==> config.mk <==
export PLATFORM = sky130hd
export DESIGN_NAME = i2c_byte_master_flat
export DESIGN_NICKNAME = d
export VERILOG_FILES = /design/src/sv/i2cbm_pkg.sv /design/src/sv/i2cbm_if.sv /design/src/sv/i2cbm_core.sv /design/src/sv/i2c_byte_master.sv /design/src/flat_wrapper.sv
export SDC_FILE = /design/constraint.sdc
export NUM_CORES = 1
export LEC_CHECK = 0
export BUFFER_PORTS_ARGS = -buffer_cell sky130_fd_sc_hd__buf_2
export CORE_MARGIN = 3
export CORE_UTILIZATION = 30
export DETAILED_ROUTE_END_ITERATION = 10
export GPL_TIMING_DRIVEN = 0
export SLEW_MARGIN = 25
export SYNTH_ARGS = -nofsm -noshare
export SYNTH_HDL_FRONTEND = slang
export SYNTH_SLANG_ARGS = --single-unit
==> constraint.sdc <==
create_clock -name clock -period 13.8 [get_ports clock]
set_input_delay 1.38 -clock clock [delete_from_list [all_inputs] [get_ports clock]]
set_output_delay 1.38 -clock clock [all_outputs]
set_load 0.005 [all_outputs]
==> src/sv/i2cbm_pkg.sv <==
package i2cbm_pkg;

   // Phase codes of the command sequencer
   localparam logic [2:0] PH_IDLE   = 3'd0;
   localparam logic [2:0] PH_START  = 3'd1;
   localparam logic [2:0] PH_STOP   = 3'd2;
   localparam logic [2:0] PH_PUT    = 3'd3;
   localparam logic [2:0] PH_PUTACK = 3'd4;
   localparam logic [2:0] PH_GET    = 3'd5;
   localparam logic [2:0] PH_GETACK = 3'd6;

   // Command codes of an input item
   localparam logic [2:0] CMD_NONE       = 3'd0;
   localparam logic [2:0] CMD_START      = 3'd1;
   localparam logic [2:0] CMD_STOP       = 3'd2;
   localparam logic [2:0] CMD_WRITE      = 3'd3;
   localparam logic [2:0] CMD_READ       = 3'd4;
   localparam logic [2:0] CMD_ADDR_WRITE = 3'd5;
   localparam logic [2:0] CMD_ADDR_READ  = 3'd6;
   localparam logic [2:0] CMD_RESERVED   = 3'd7;

   // Line actions taken in the first cycle of a line operation
   localparam logic [3:0] A_NONE       = 4'd0;
   localparam logic [3:0] A_SDA_REL    = 4'd1;
   localparam logic [3:0] A_SDA_LOW    = 4'd2;
   localparam logic [3:0] A_SCL_REL    = 4'd3;
   localparam logic [3:0] A_SCL_LOW    = 4'd4;
   localparam logic [3:0] A_SDA_BIT    = 4'd5;
   localparam logic [3:0] A_SCL_SAMPLE = 4'd6;
   localparam logic [3:0] A_ACK_SAMPLE = 4'd7;
   localparam logic [3:0] A_SDA_ACK    = 4'd8;

   // Configuration register indexes
   localparam logic REG_QUARTER_TICKS  = 1'b0;
   localparam logic REG_DEVICE_ADDRESS = 1'b1;

   localparam logic [15:0] QUARTER_TICKS_RESET = 16'd125;
   localparam logic [2:0]  LAST_BIT            = 3'd7;

   typedef struct packed {
      logic [3:0] act;
      logic [1:0] quarters;
   } line_op_type;

   typedef struct packed {
      logic       scl_release;
      logic       sda_release;
      logic       busy_res;
      logic       done_res;
      logic       ack_received;
      logic [7:0] read_data;
   } result_type;

   // Number of line operations in a phase
   function automatic logic [2:0] phase_len(input logic [2:0] ph);
      logic [2:0] len;
      case (ph)
         PH_START, PH_STOP:          len = 3'd4;
         PH_PUT, PH_PUTACK, PH_GET:  len = 3'd3;
         default:                    len = 3'd5;
      endcase
      return len;
   endfunction

   // Line operation table, one entry per phase and step
   function automatic line_op_type line_op(input logic [2:0] ph, input logic [2:0] step);
      line_op_type op;
      op = '{act: A_NONE, quarters: 2'd0};
      case (ph)
         PH_START: begin
            case (step)
               3'd0:    op = '{act: A_SDA_REL, quarters: 2'd2};
               3'd1:    op = '{act: A_SCL_REL, quarters: 2'd2};
               3'd2:    op = '{act: A_SDA_LOW, quarters: 2'd2};
               default: op = '{act: A_SCL_LOW, quarters: 2'd2};
            endcase
         end
         PH_STOP: begin
            case (step)
               3'd0:    op = '{act: A_NONE,    quarters: 2'd2};
               3'd1:    op = '{act: A_SDA_LOW, quarters: 2'd2};
               3'd2:    op = '{act: A_SCL_REL, quarters: 2'd2};
               default: op = '{act: A_SDA_REL, quarters: 2'd2};
            endcase
         end
         PH_PUT: begin
            case (step)
               3'd0:    op = '{act: A_SDA_BIT, quarters: 2'd1};
               3'd1:    op = '{act: A_SCL_REL, quarters: 2'd1};
               default: op = '{act: A_SCL_LOW, quarters: 2'd0};
            endcase
         end
         PH_PUTACK: begin
            case (step)
               3'd0:    op = '{act: A_SDA_REL,    quarters: 2'd1};
               3'd1:    op = '{act: A_SCL_REL,    quarters: 2'd2};
               default: op = '{act: A_ACK_SAMPLE, quarters: 2'd0};
            endcase
         end
         PH_GET: begin
            case (step)
               3'd0:    op = '{act: A_SDA_REL,    quarters: 2'd1};
               3'd1:    op = '{act: A_SCL_SAMPLE, quarters: 2'd1};
               default: op = '{act: A_SCL_LOW,    quarters: 2'd0};
            endcase
         end
         default: begin
            case (step)
               3'd0:    op = '{act: A_NONE,    quarters: 2'd1};
               3'd1:    op = '{act: A_SDA_ACK, quarters: 2'd1};
               3'd2:    op = '{act: A_SCL_REL, quarters: 2'd1};
               3'd3:    op = '{act: A_SCL_LOW, quarters: 2'd0};
               default: op = '{act: A_SDA_REL, quarters: 2'd0};
            endcase
         end
      endcase
      return op;
   endfunction

endpackage

==> src/sv/i2cbm_if.sv <==
interface i2cbm_req_if;
   logic       valid;
   logic       ready;
   logic [2:0] command;
   logic [7:0] write_data;
   logic       send_nack;
   logic       sda_in;

   modport source (output valid, output command, output write_data, output send_nack,
                   output sda_in, input ready);
   modport sink   (input valid, input command, input write_data, input send_nack,
                   input sda_in, output ready);
endinterface

interface i2cbm_rsp_if;
   logic       valid;
   logic       ready;
   logic       scl_release;
   logic       sda_release;
   logic       busy_res;
   logic       done_res;
   logic       ack_received;
   logic [7:0] read_data;

   modport source (output valid, output scl_release, output sda_release, output busy_res,
                   output done_res, output ack_received, output read_data, input ready);
   modport sink   (input valid, input scl_release, input sda_release, input busy_res,
                   input done_res, input ack_received, input read_data, output ready);
endinterface

==> src/sv/i2cbm_core.sv <==
module i2cbm_core import i2cbm_pkg::*; (
   input  logic        clock,
   input  logic        reset,
   input  logic        accept,
   input  logic [2:0]  command,
   input  logic [7:0]  write_data,
   input  logic        send_nack,
   input  logic        sda_in,
   input  logic [15:0] quarter_ticks,
   input  logic [6:0]  device_address,
   output result_type  result
);

   logic [2:0]  phase_ff, phase_in;
   logic [2:0]  step_ff, step_in;
   logic [2:0]  bit_ff, bit_in;
   logic [7:0]  shift_ff, shift_in;
   logic [15:0] tick_ff, tick_in;
   logic [1:0]  quarter_ff, quarter_in;
   logic        nack_ff, nack_in;
   logic        ack_ff, ack_in;
   logic        scl_ff, scl_in;
   logic        sda_lvl_ff, sda_lvl_in;
   logic        chain_ff, chain_in;
   logic [7:0]  rbyte_ff, rbyte_in;
   logic        done;

   // Advance the sequencer once for each accepted item
   always_comb begin
      logic [2:0]  len;
      line_op_type op;
      logic [15:0] qt;
      logic [16:0] tick_sum;
      logic [1:0]  quarter_sum;
      logic        advance;

      phase_in   = phase_ff;
      step_in    = step_ff;
      bit_in     = bit_ff;
      shift_in   = shift_ff;
      tick_in    = tick_ff;
      quarter_in = quarter_ff;
      nack_in    = nack_ff;
      ack_in     = ack_ff;
      scl_in     = scl_ff;
      sda_lvl_in = sda_lvl_ff;
      chain_in   = chain_ff;
      rbyte_in   = rbyte_ff;
      done       = 1'b0;
      len        = phase_len(phase_ff);
      op         = line_op(phase_ff, 3'd0);
      qt         = (quarter_ticks == 16'd0) ? 16'd1 : quarter_ticks;
      tick_sum   = '0;
      quarter_sum = '0;
      advance    = 1'b0;

      if (accept) begin
         // launch a new command from idle
         if (phase_ff == PH_IDLE && (command inside {[CMD_START:CMD_ADDR_READ]})) begin
            step_in    = '0;
            tick_in    = '0;
            quarter_in = '0;
            bit_in     = '0;
            chain_in   = 1'b0;
            case (command)
               CMD_START: phase_in = PH_START;
               CMD_STOP:  phase_in = PH_STOP;
               CMD_WRITE: begin
                  shift_in = write_data;
                  phase_in = PH_PUT;
               end
               CMD_READ: begin
                  nack_in  = send_nack;
                  shift_in = '0;
                  phase_in = PH_GET;
               end
               default: begin
                  shift_in = {device_address, command == CMD_ADDR_READ};
                  chain_in = 1'b1;
                  phase_in = PH_START;
               end
            endcase
         end

         if (phase_in != PH_IDLE) begin
            len = phase_len(phase_in);
            if (step_in >= len) begin
               step_in = '0;
            end
            op = line_op(phase_in, step_in);

            // drive pins or sample in the first cycle of an operation
            if (tick_in == 16'd0 && quarter_in == 2'd0) begin
               case (op.act)
                  A_SDA_REL: sda_lvl_in = 1'b1;
                  A_SDA_LOW: sda_lvl_in = 1'b0;
                  A_SCL_REL: scl_in = 1'b1;
                  A_SCL_LOW: scl_in = 1'b0;
                  A_SDA_BIT: begin
                     sda_lvl_in = shift_in[7];
                     shift_in   = {shift_in[6:0], 1'b0};
                  end
                  A_SCL_SAMPLE: begin
                     scl_in   = 1'b1;
                     shift_in = {shift_in[6:0], sda_in};
                  end
                  A_ACK_SAMPLE: begin
                     ack_in = !sda_in;
                     scl_in = 1'b0;
                  end
                  A_SDA_ACK: sda_lvl_in = nack_in;
                  default: ;
               endcase
            end

            // count the wait of the operation
            advance = 1'b1;
            if (op.quarters != 2'd0) begin
               tick_sum = {1'b0, tick_in} + 17'd1;
               if (tick_sum < {1'b0, qt}) begin
                  tick_in = tick_sum[15:0];
                  advance = 1'b0;
               end else begin
                  tick_in     = '0;
                  quarter_sum = quarter_in + 2'd1;
                  if (quarter_sum < op.quarters) begin
                     quarter_in = quarter_sum;
                     advance    = 1'b0;
                  end
               end
            end

            // step to the next operation, then to the next phase
            if (advance) begin
               quarter_in = '0;
               tick_in    = '0;
               if (step_in != len - 3'd1) begin
                  step_in = step_in + 3'd1;
               end else begin
                  step_in = '0;
                  case (phase_in)
                     PH_START: begin
                        if (chain_in) begin
                           chain_in = 1'b0;
                           bit_in   = '0;
                           phase_in = PH_PUT;
                        end else begin
                           phase_in = PH_IDLE;
                           done     = 1'b1;
                        end
                     end
                     PH_PUT: begin
                        if (bit_in == LAST_BIT) begin
                           bit_in   = '0;
                           phase_in = PH_PUTACK;
                        end else begin
                           bit_in = bit_in + 3'd1;
                        end
                     end
                     PH_GET: begin
                        if (bit_in == LAST_BIT) begin
                           bit_in   = '0;
                           rbyte_in = shift_in;
                           phase_in = PH_GETACK;
                        end else begin
                           bit_in = bit_in + 3'd1;
                        end
                     end
                     default: begin
                        phase_in = PH_IDLE;
                        done     = 1'b1;
                     end
                  endcase
               end
            end
         end
      end
   end

   // Hold sequencer state between items
   always_ff @(posedge clock) begin
      if (reset) begin
         phase_ff   <= PH_IDLE;
         step_ff    <= '0;
         bit_ff     <= '0;
         shift_ff   <= '0;
         tick_ff    <= '0;
         quarter_ff <= '0;
         nack_ff    <= 1'b0;
         ack_ff     <= 1'b0;
         scl_ff     <= 1'b1;
         sda_lvl_ff <= 1'b1;
         chain_ff   <= 1'b0;
         rbyte_ff   <= '0;
      end else begin
         phase_ff   <= phase_in;
         step_ff    <= step_in;
         bit_ff     <= bit_in;
         shift_ff   <= shift_in;
         tick_ff    <= tick_in;
         quarter_ff <= quarter_in;
         nack_ff    <= nack_in;
         ack_ff     <= ack_in;
         scl_ff     <= scl_in;
         sda_lvl_ff <= sda_lvl_in;
         chain_ff   <= chain_in;
         rbyte_ff   <= rbyte_in;
      end
   end

   assign result = '{scl_release:  scl_in,
                     sda_release:  sda_lvl_in,
                     busy_res:     phase_in != PH_IDLE,
                     done_res:     done,
                     ack_received: ack_in,
                     read_data:    rbyte_in};

   // Idle means no wait is in progress
   a_idle_clean: assert property (@(posedge clock) disable iff (reset)
      phase_ff == PH_IDLE |-> tick_ff == 16'd0 && quarter_ff == 2'd0 && step_ff == 3'd0)
      else $error("idle sequencer with pending wait");

   // A completion needs a running command or one launched this cycle
   a_done_source: assert property (@(posedge clock) disable iff (reset)
      done |-> accept && (phase_ff != PH_IDLE || command != CMD_NONE))
      else $error("completion without a command");

   // A launched command always lasts beyond its first cycle
   a_launch_runs: assert property (@(posedge clock) disable iff (reset)
      accept && phase_ff == PH_IDLE && command != CMD_NONE && command != CMD_RESERVED
      |=> phase_ff != PH_IDLE)
      else $error("command finished in its first cycle");

   // Bit counting happens only while shifting a byte
   a_bit_phase: assert property (@(posedge clock) disable iff (reset)
      bit_ff != 3'd0 |-> phase_ff == PH_PUT || phase_ff == PH_GET)
      else $error("bit count outside a byte phase");

   // State only moves on an accepted item
   a_hold_stall: assert property (@(posedge clock) disable iff (reset)
      !accept |=> $stable(phase_ff) && $stable(tick_ff) && $stable(shift_ff))
      else $error("sequencer moved without an item");

endmodule

==> src/sv/i2c_byte_master.sv <==
// Channel   Dir  Handshake        Contents
// req_ch    in   valid / ready    command, write_data, send_nack, sda_in
// rsp_ch    out  valid / ready    scl_release, sda_release, busy_res, done_res,
//                                 ack_received, read_data
// csr_*     in   write enable     index 0 quarter_ticks, index 1 device_address
//
// One item per cycle while rsp_ch is not stalled: each accepted item advances the bus
// sequencer and its result appears in the output register on the next cycle.
// Throughput is set by the output register: req_ch.ready is high while the register is
// empty or being drained, so a new item enters every cycle when rsp_ch.ready is high.
// Synchronous reset releases both lines, returns to idle and loads quarter_ticks = 125.
// A stall on rsp_ch holds the sequencer and its divider where they are.
module i2c_byte_master import i2cbm_pkg::*; (
   input  logic        clock,
   input  logic        reset,
   i2cbm_req_if.sink   req_ch,
   i2cbm_rsp_if.source rsp_ch,
   input  logic        csr_write_en,
   input  logic        csr_index,
   input  logic [15:0] csr_write_data
);

   logic [15:0] quarter_ticks_ff;
   logic [6:0]  device_address_ff;
   logic        rsp_valid_ff;
   result_type  result_ff;
   result_type  result;
   logic        accept;

   assign req_ch.ready = !rsp_valid_ff || rsp_ch.ready;
   assign accept       = req_ch.valid && req_ch.ready;

   // Configuration registers
   always_ff @(posedge clock) begin
      if (reset) begin
         quarter_ticks_ff  <= QUARTER_TICKS_RESET;
         device_address_ff <= '0;
      end else if (csr_write_en) begin
         case (csr_index)
            REG_QUARTER_TICKS:  quarter_ticks_ff  <= csr_write_data;
            REG_DEVICE_ADDRESS: device_address_ff <= csr_write_data[6:0];
            default: ;
         endcase
      end
   end

   i2cbm_core u_core (
      .clock          (clock),
      .reset          (reset),
      .accept         (accept),
      .command        (req_ch.command),
      .write_data     (req_ch.write_data),
      .send_nack      (req_ch.send_nack),
      .sda_in         (req_ch.sda_in),
      .quarter_ticks  (quarter_ticks_ff),
      .device_address (device_address_ff),
      .result         (result)
   );

   // Output register: load on accept, drop when taken
   always_ff @(posedge clock) begin
      if (reset) begin
         rsp_valid_ff <= 1'b0;
      end else if (accept) begin
         rsp_valid_ff <= 1'b1;
      end else if (rsp_ch.ready) begin
         rsp_valid_ff <= 1'b0;
      end
   end

   always_ff @(posedge clock) begin
      if (accept) begin
         result_ff <= result;
      end
   end

   assign rsp_ch.valid        = rsp_valid_ff;
   assign rsp_ch.scl_release  = result_ff.scl_release;
   assign rsp_ch.sda_release  = result_ff.sda_release;
   assign rsp_ch.busy_res     = result_ff.busy_res;
   assign rsp_ch.done_res     = result_ff.done_res;
   assign rsp_ch.ack_received = result_ff.ack_received;
   assign rsp_ch.read_data    = result_ff.read_data;

endmodule

==> src/flat_wrapper.sv <==
// flat-port wrapper written by rule: the top's interface ports become plain ports
module i2c_byte_master_flat import i2cbm_pkg::*;
  (clock, reset, csr_write_en, csr_index, csr_write_data, req_ch_valid, req_ch_command, req_ch_write_data, req_ch_send_nack, req_ch_sda_in, req_ch_ready, rsp_ch_valid, rsp_ch_scl_release, rsp_ch_sda_release, rsp_ch_busy_res, rsp_ch_done_res, rsp_ch_ack_received, rsp_ch_read_data, rsp_ch_ready);
  i2cbm_req_if req_ch_i ();
  i2cbm_rsp_if rsp_ch_i ();
  input  logic clock;
  input  logic reset;
  input  logic csr_write_en;
  input  logic csr_index;
  input  logic [15:0] csr_write_data;
  input wire logic [$bits(req_ch_i.valid)-1:0] req_ch_valid;
  input wire logic [$bits(req_ch_i.command)-1:0] req_ch_command;
  input wire logic [$bits(req_ch_i.write_data)-1:0] req_ch_write_data;
  input wire logic [$bits(req_ch_i.send_nack)-1:0] req_ch_send_nack;
  input wire logic [$bits(req_ch_i.sda_in)-1:0] req_ch_sda_in;
  output wire logic [$bits(req_ch_i.ready)-1:0] req_ch_ready;
  output wire logic [$bits(rsp_ch_i.valid)-1:0] rsp_ch_valid;
  output wire logic [$bits(rsp_ch_i.scl_release)-1:0] rsp_ch_scl_release;
  output wire logic [$bits(rsp_ch_i.sda_release)-1:0] rsp_ch_sda_release;
  output wire logic [$bits(rsp_ch_i.busy_res)-1:0] rsp_ch_busy_res;
  output wire logic [$bits(rsp_ch_i.done_res)-1:0] rsp_ch_done_res;
  output wire logic [$bits(rsp_ch_i.ack_received)-1:0] rsp_ch_ack_received;
  output wire logic [$bits(rsp_ch_i.read_data)-1:0] rsp_ch_read_data;
  input wire logic [$bits(rsp_ch_i.ready)-1:0] rsp_ch_ready;
  assign req_ch_i.valid = req_ch_valid;
  assign req_ch_i.command = req_ch_command;
  assign req_ch_i.write_data = req_ch_write_data;
  assign req_ch_i.send_nack = req_ch_send_nack;
  assign req_ch_i.sda_in = req_ch_sda_in;
  assign req_ch_ready = req_ch_i.ready;
  assign rsp_ch_valid = rsp_ch_i.valid;
  assign rsp_ch_scl_release = rsp_ch_i.scl_release;
  assign rsp_ch_sda_release = rsp_ch_i.sda_release;
  assign rsp_ch_busy_res = rsp_ch_i.busy_res;
  assign rsp_ch_done_res = rsp_ch_i.done_res;
  assign rsp_ch_ack_received = rsp_ch_i.ack_received;
  assign rsp_ch_read_data = rsp_ch_i.read_data;
  assign rsp_ch_i.ready = rsp_ch_ready;
  i2c_byte_master u_core (.clock(clock), .reset(reset), .req_ch(req_ch_i), .rsp_ch(rsp_ch_i), .csr_write_en(csr_write_en), .csr_index(csr_index), .csr_write_data(csr_write_data));
endmodule
==> metrics.csv, run 1 <==
stage,metric,value,unit
placement,HPWL after DPL,11400,um
route,DR WL/cell,15.1,um
clocking,H-Tree Depth,3,
sta,actual slew at the worst max-slew pin,0.718,ns
clocking,Clock transition at path regs,0.06,ns
sta,"Slew Viols, Final",0,
critical_path,Arrival @ worst endpoint,6.86,ns
synth,Syn Std Cell Area,5540,um^2
clocking,Sink Count,85,
synth,sequential share of the synthesized area,0.331,
route,Routed WL,15200,um
sta,hold slack final,0.457,ns
global_routing,grt total ovfl,0,
clocking,Post-CTS Repair Setup Buffers,0,
power,PD cells,109,nW/um^2
synth,Yosys cell types,73,
route,post-route ant nets,0,
clocking,Root Buffer,clkbuf_16,
global_routing,total track usage,0.150,
synth,top post-synthesis cells by count,"119 x nand2_1, 72 x dfxtp_1, 62 x a21oi_1",
route,Post-route DRC,0,
clocking,hold_buf cts,0,
job,max-cap viol count,0,
route,Pre-antenna DRT Iters,5,
sta,highest clock rate,0.147,GHz
synth,number of flops mapped to enable cells by yosys,13,
synth,top-area cell type share of the netlist area,0.260,
synth,Synth area leaders,"dfxtp_1 26%, nand2_1 8.1%, ha_1 7.2%, edfxtp_1 7.0%, a21oi_1 5.6%",
finish,Synth-to-Final Area Change,15.3,%
sta,RSZ-0062 raised after global routing,false,
critical_path,required time of the critical path,13.87,ns
synth,Gate Count Post-Synth,713,
placement,GPL Wtd Cong,0.904,
clocking,Worst-Skew Late Latency,0.34,ns
synth,syn_area_per_cell,7.77,um^2
synth,most frequent cell after synthesis,nand2_1,
floorplan,Rows,49,
clocking,number of gates resized after cts,0,
finish,nets,836,
finish,layout cells sized above 1,0.115,
sta,Final Hold Fails,0,
run_status,status,finished clean,
route,DRT iter0 DRCs,321,
synth,Synth area leader,dfxtp_1,
sta,Tmin final,6.79,ns
global_routing,number of global-route vias before repair,4873,
clocking,total CTS buffers,9,
critical_path,CP Launch Type,input pin,
critical_path,crit end category,register,
synth,Synth Net Count,780,
sta,Slew headroom,0.516,
floorplan,Core Area,18000,um^2
hold_path,worst hold-check path type,register to register,
sta,final setup vio count,0,
floorplan,initial core utilization,0.307,
global_routing,initial antenna violation count,0,
floorplan,die area,20100,um^2
critical_path,critical path class,input pin to register,
power,VDD IR max,0.0000613,V
power,LEAKAGE,2.59,nW
synth,#FFs+latches synth,85,
synth,Synth async-reset ratio,0,
route,vias per cell,5.27,
floorplan,Die W,142,um
global_routing,largest net degree at the start of global routing,23,
synth,"Primary FF master, synth",dfxtp_1,
floorplan,DIE HEIGHT,142,um
clocking,Longest Clk Path Bufs,2,
floorplan,IO Pins,50,
finish,# diodes,0,
placement,I/O Buffers,45,
critical_path,CP Max Fanout,10,
sta,skew final,0.00629,ns
sta,Tcrit/Tclk final,0.492,
route,via count,5290,
sta,Fin Setup TNS,0,ns
synth,Yosys warning count,0,
global_routing,global-route wire length before repair,24900,um
clocking,CTS tree,yes,
[power by group]
part | leakage (nW) | switching (mW) | internal, mW
Sequential | 0.711 | 0.00620 | 0.263
Combinational | 1.72 | 0.105 | 0.0551
Clock | 0.162 | 0.0999 | 0.170
Total | 2.59 | 0.211 | 0.488
[layer usage]
metal  share of wire  vias up  GRT usage  routed length, um
met5               0        -          0                  0
met4           0.012        0     0.0308                178
met3           0.039       16     0.0317                596
met2            0.46      113      0.243               7020
met1            0.49     2505      0.207               7400
li1                -     2656          -                  -
[critical path, stage by stage]
cell      delay, ns
buf_2          0.11
buf_6          0.13
nor3b_2        0.46
or2_1          0.21
a21oi_1        0.07
o21ai_0        0.40
inv_1          0.13
ha_1           0.23
nand2b_1       0.16
ha_1           0.21
or3b_2         0.44
a21oi_1        0.22
nand3_1        0.24
ha_1           0.37
o21a_1         0.19
o21ai_0        0.14
nand2_1        0.07
a22o_1         0.27
a31oi_1        0.29
a21o_1         0.34
nand4_2        0.30
clkbuf_1       0.29
nand2_1        0.11
o21ai_0        0.09
[worst paths after layout]
kind | startpoint | to | slack [ns] | depth (start not counted)
worst max-delay path | req_ch_command[1] | u_core.rsp_ch.read_data[3] | 7.01 | 24
worst min-delay path | u_core.device_address_ff[2] | u_core.device_address_ff[2] | 0.46 | 2
worst max register to register | u_core.u_core.phase_ff[0] | u_core.rsp_ch.read_data[3] | 8.08 | 21
worst min register to register | u_core.device_address_ff[2] | u_core.device_address_ff[2] | 0.46 | 2
[placed cells by master (no fill, tap or decap), types with 11 or more instances in the layout]
cell type | Yosys | final
a21oi_1 | 62 | 62
a31oi_1 | 11 | 11
and2_1 | 12 | 12
buf_2 | 7 | 52
clkbuf_1 | 27 | 27
dfxtp_1 | 72 | 72
edfxtp_1 | 13 | 13
ha_1 | 32 | 32
inv_1 | 32 | 32
mux2i_1 | 14 | 14
nand2_1 | 119 | 119
nand3_1 | 60 | 60
nand4_1 | 11 | 11
nor2_1 | 40 | 40
o211ai_1 | 14 | 14
o21ai_0 | 43 | 43
[sequential cells by signal (all words and copies together), names as in the netlist]
signal and flops:
u_core.quarter_ticks_ff 16, u_core.u_core.tick_ff 16, u_core.rsp_ch.read_data 8, u_core.u_core.rbyte_ff 8, u_core.u_core.shift_ff 8, u_core.device_address_ff 7, u_core.u_core.bit_ff 3, u_core.u_core.phase_ff 3
u_core.u_core.step_ff 3, u_core.u_core.quarter_ff 2, u_core.rsp_ch.ack_received 1, u_core.rsp_ch.busy_res 1, u_core.rsp_ch.done_res 1, u_core.rsp_ch.scl_release 1, u_core.rsp_ch.sda_release 1, u_core.rsp_ch.valid 1
u_core.u_core.ack_ff 1, u_core.u_core.chain_ff 1, u_core.u_core.nack_ff 1, u_core.u_core.scl_ff 1, u_core.u_core.sda_lvl_ff 1
[stage by stage]
stage                     total power, mW   util  instances  worst slack (ns)  instance area (um^2)
after floorplan                     0.388      -        713              7.85                  5540
after global placement              0.432  0.336        987              6.84                  6050
after detailed placement            0.433  0.336        987              6.74                  6050
after CTS                           0.703  0.355       1003              7.08                  6390
after global routing                0.733  0.355       1003              6.58                  6390
final                               0.699  0.355       1003              7.01                  6390
[cell type report]
type	count	area, um^2
Fill cell	1921	11600
Multi-Input combinational cell	555	3390
Sequential cell	85	1830
Tap cell	229	287
Clock buffer	11	254
Timing Repair Buffer	45	225
Buffer	40	194
Inverter	33	126
Clock inverter	5	81.3
[kinds of logic after synthesis]
logic type,count (synthesis),share of synthesized area
AOI/OAI and AO/OA,188,0.216
xor gates and xnor gates,19,0.0314
adders and majority gates,32,0.0723
buffers and inverters,73,0.0576
DFF,85,0.331
muxes,14,0.0253
and+or+nand+nor,302,0.267
Note: power is estimated with default switching activity, not from simulation.
==> run 2, diff against run 1 <==
ABC_AREA = 1   (was default)
clock period = 5.5 ns   (was 13.8 ns; I/O delays follow)
==> run 2 against run 1 <==
- global-route usage rose by 0.58 points
- non-clock buffer count down 6
- die area rose by 6.5%
- sequential power increased to 2.8 times the previous value
==> metrics.csv, run 2 <==
stage,metric,value,unit,change
floorplan,Die W,146,um,was 142 um
finish,Synth-to-Final Area Change,15.1,%,was 15.3%
synth,Synth area leader,dfxtp_1,,unchanged
synth,sequential share of the synthesized area,0.310,,was 0.331
floorplan,IO Pins,50,,unchanged
hold_path,number of cells on the worst hold path,3,,was 2
sta,"Slew Viols, Final",0,,unchanged
global_routing,initial antenna violation count,1,,was 0
sta,skew final,0.00516,ns,was 0.00629 ns
job,max-cap viol count,0,,unchanged
critical_path,CP Launch Type,register,,was input pin
route,Post-route DRC,0,,unchanged
floorplan,DIE HEIGHT,146,um,was 142 um
critical_path,Reg2Reg Setup Slack,0.42,ns,was 8.08 ns
floorplan,die area,21400,um^2,was 20100 um^2
synth,Yosys warning count,0,,unchanged
finish,# diodes,0,,unchanged
global_routing,GR Util met1,0.217,,was 0.207
clocking,Clock transition at path regs,0.07,ns,was 0.06 ns
power,VDD IR max,0.000185,V,was 0.0000613 V
clocking,Sink Count,85,,unchanged
sta,Fin Setup TNS,0,ns,unchanged
floorplan,initial core utilization,0.311,,was 0.307
critical_path,RR Endpoint,u_core.rsp_ch.read_data[1],,was u_core.rsp_ch.read_data[3]
synth,syn_area_per_cell,6.65,um^2,was 7.77 um^2
power,LEAKAGE,3.19,nW,was 2.59 nW
global_routing,met3 Use GR,0.0357,,was 0.0317
placement,I/O Buffers,48,,was 45
finish,"commonest cells after routing, fill and taps aside","198 x nand2_1, 123 x inv_1, 80 x nor2_1, 80 x a21oi_1, 72 x dfxtp_1",,"was 119 x nand2_1, 72 x dfxtp_1, 62 x a21oi_1"
hold_path,worst hold-check path type,input pin to register,,was register to register
critical_path,CP endpoint,u_core.rsp_ch.read_data[1],,was u_core.rsp_ch.read_data[3]
route,Routed WL,16500,um,was 15200 um
finish,top flop regs,"u_core.quarter_ticks_ff: 16 flops, u_core.u_core.tick_ff: 16 flops",,unchanged
route,DR WL/cell,13.6,um,was 15.1 um
placement,placed inst area,6480,um^2,was 6050 um^2
critical_path,CP max stage delay,0.33,ns,was 0.46 ns
synth,top post-synthesis cells by count,"198 x nand2_1, 123 x inv_1, 81 x nor2_1",,"was 119 x nand2_1, 72 x dfxtp_1, 62 x a21oi_1"
sta,hold slack final,0.444,ns,was 0.457 ns
placement,HPWL after DPL,12600,um,was 11400 um
power,PD cells,462,nW/um^2,was 109 nW/um^2
synth,Synth area leaders,"dfxtp_1 24%, nand2_1 13%, inv_1 7.8%, a21oi_1 6.8%, ha_1 6.8%",,"was dfxtp_1 26%, nand2_1 8.1%, ha_1 7.2%, edfxtp_1 7.0%, a21oi_1 5.6%"
sta,actual slew at the worst max-slew pin,0.685,ns,was 0.718 ns
finish,Finished Layout Cells,1213,,was 1003
clocking,hold_buf cts,0,,unchanged
power,total power,3.15,mW,was 0.699 mW
global_routing,global-route wire length before repair,27300,um,was 24900 um
synth,Synth Net Count,957,,was 780
synth,most frequent cell after synthesis,nand2_1,,unchanged
sta,final setup vio count,0,,unchanged
sta,Slew headroom,0.543,,was 0.516
placement,Cells after DPL,1198,,was 987
route,DRT iter0 DRCs,470,,was 321
floorplan,Core Area,19000,um^2,was 18000 um^2
global_routing,number of global-route vias before repair,5471,,was 4873
clocking,CTS tree,yes,,unchanged
finish,nets,1016,,was 836
placement,pre-CTS setup slack,0.0764,ns,was 6.74 ns
global_routing,largest net degree at the start of global routing,23,,unchanged
global_routing,met2 Use GR,0.248,,was 0.243
finish,layout cells sized above 1,0.129,,was 0.115
global_routing,total track usage,0.156,,was 0.150
synth,Synth async-reset ratio,0,,unchanged
synth,"Primary FF master, synth",dfxtp_1,,unchanged
global_routing,Top Usage Layer GRT,met2,,unchanged
clocking,Post-CTS Repair Setup Buffers,0,,unchanged
finish,Util after Layout,0.358,,was 0.355
sta,Final Hold Fails,0,,unchanged
route,vias per cell,4.80,,was 5.27
sta,Tmin final,5.08,ns,
critical_path,R2R cell count,29,,was 21
global_routing,grt total ovfl,0,,unchanged
critical_path,critical path class,register to register,,was input pin to register
sta,Tcrit/Tclk final,0.924,,
clocking,total CTS buffers,9,,unchanged
synth,Gate Count Post-Synth,890,,was 713
sta,highest clock rate,0.197,GHz,
route,Pre-antenna DRT Iters,7,,was 5
finish,"commonest non-fill, non-tap cell in the layout",nand2_1,,unchanged
critical_path,Arrival @ worst endpoint,5.19,ns,was 6.86 ns
floorplan,Rows,50,,was 49
synth,Syn Std Cell Area,5920,um^2,was 5540 um^2
clocking,Longest Clk Path Bufs,2,,unchanged
synth,Yosys cell types,43,,was 73
synth,number of flops mapped to enable cells by yosys,13,,unchanged
sta,setup ws final,0.415,ns,was 7.01 ns
critical_path,CP Max Fanout,8,,was 10
critical_path,crit end category,register,,unchanged
route,via count,5824,,was 5290
synth,top-area cell type share of the netlist area,0.244,,was 0.260
critical_path,R2R Path Start,u_core.u_core.phase_ff[2],,was u_core.u_core.phase_ff[0]
synth,#FFs+latches synth,85,,unchanged
clocking,H-Tree Depth,3,,unchanged
critical_path,CP startpoint,u_core.u_core.phase_ff[2],,was req_ch_command[1]
critical_path,required time of the critical path,5.61,ns,was 13.87 ns
finish,Final Instance Area,6810,um^2,was 6390 um^2
placement,GPL Wtd Cong,0.855,,was 0.904
finish,# fillers,2127,,was 1921
clocking,Root Buffer,clkbuf_16,,unchanged
run_status,status,finished clean,,unchanged
route,post-route ant nets,0,,unchanged
clocking,Worst-Skew Late Latency,0.35,ns,was 0.34 ns
critical_path,Crit-path slowest cell,dfxtp_1,,was nor3b_2
[run 2: worst max-delay path: cells and delay by family, from the launching register on]
family | cells | cell delay [ns]
adder cells (fa/ha/maj) | 4 | 1.03
flip-flops | 1 | 0.33
buffers and inverters | 4 | 0.32
AND/OR/NAND/NOR | 21 | 3.15
[run 2: worst min-delay path by stage]
| stage | startpoint | end | slack [ns] |
|---|---|---|---|
| 5_1_grt | csr_write_data[6] | u_core.quarter_ticks_ff[6] | 0.44 |
| 6_report | csr_write_data[3] | u_core.quarter_ticks_ff[3] | 0.44 |
| 2_1_floorplan | u_core.device_address_ff[0] | u_core.device_address_ff[0] | 0.43 |
| 3_5_place_dp | u_core.device_address_ff[5] | u_core.device_address_ff[5] | 0.45 |
| 3_3_place_gp | u_core.device_address_ff[4] | u_core.device_address_ff[4] | 0.44 |
| 4_1_cts | csr_write_data[3] | u_core.quarter_ticks_ff[3] | 0.44 |
[run 2: power by group]
group	total (mW)	switching, mW	internal [mW]
registers	0.748	0.0349	0.713
logic	1.74	1.23	0.506
clock network	0.660	0.268	0.392
[run 2: cell type report]
type / instances / area [um^2] / area share
timing repair buffer: 48 / 240 / 0.0353
clock inverter: 4 / 52.6 / 0.00772
clock buffer: 11 / 264 / 0.0388
inverter: 128 / 480 / 0.0706
sequential: 85 / 1830 / 0.269
buffer: 31 / 138 / 0.0202
multi-input combinational: 646 / 3480 / 0.511
tap: 260 / 325 / 0.0478
[run 2: timing repair]
action | in CTS | in global routing
setup endpoints to repair | 0 | 22
endpoints found under the hold margin | 0 | 0
resized for setup | 0 | 2
[run 2: kinds of logic after synthesis]
family | synth area share
and+or+nand+nor | 0.333
AOI/OAI and AO/OA | 0.161
buffers and inverters | 0.104
DFF | 0.310
adders and majority gates | 0.0677
xor gates and xnor gates | 0.0252
[run 2: metal layers]
| metal | part of all wire | vias to the layer above |
|---|---|---|
| met1 | 0.48 | 2621 |
| met4 | 0.010 | 0 |
| met2 | 0.45 | 160 |
| li1 | - | 3024 |
| met3 | 0.059 | 19 |
| met5 | 0 | - |
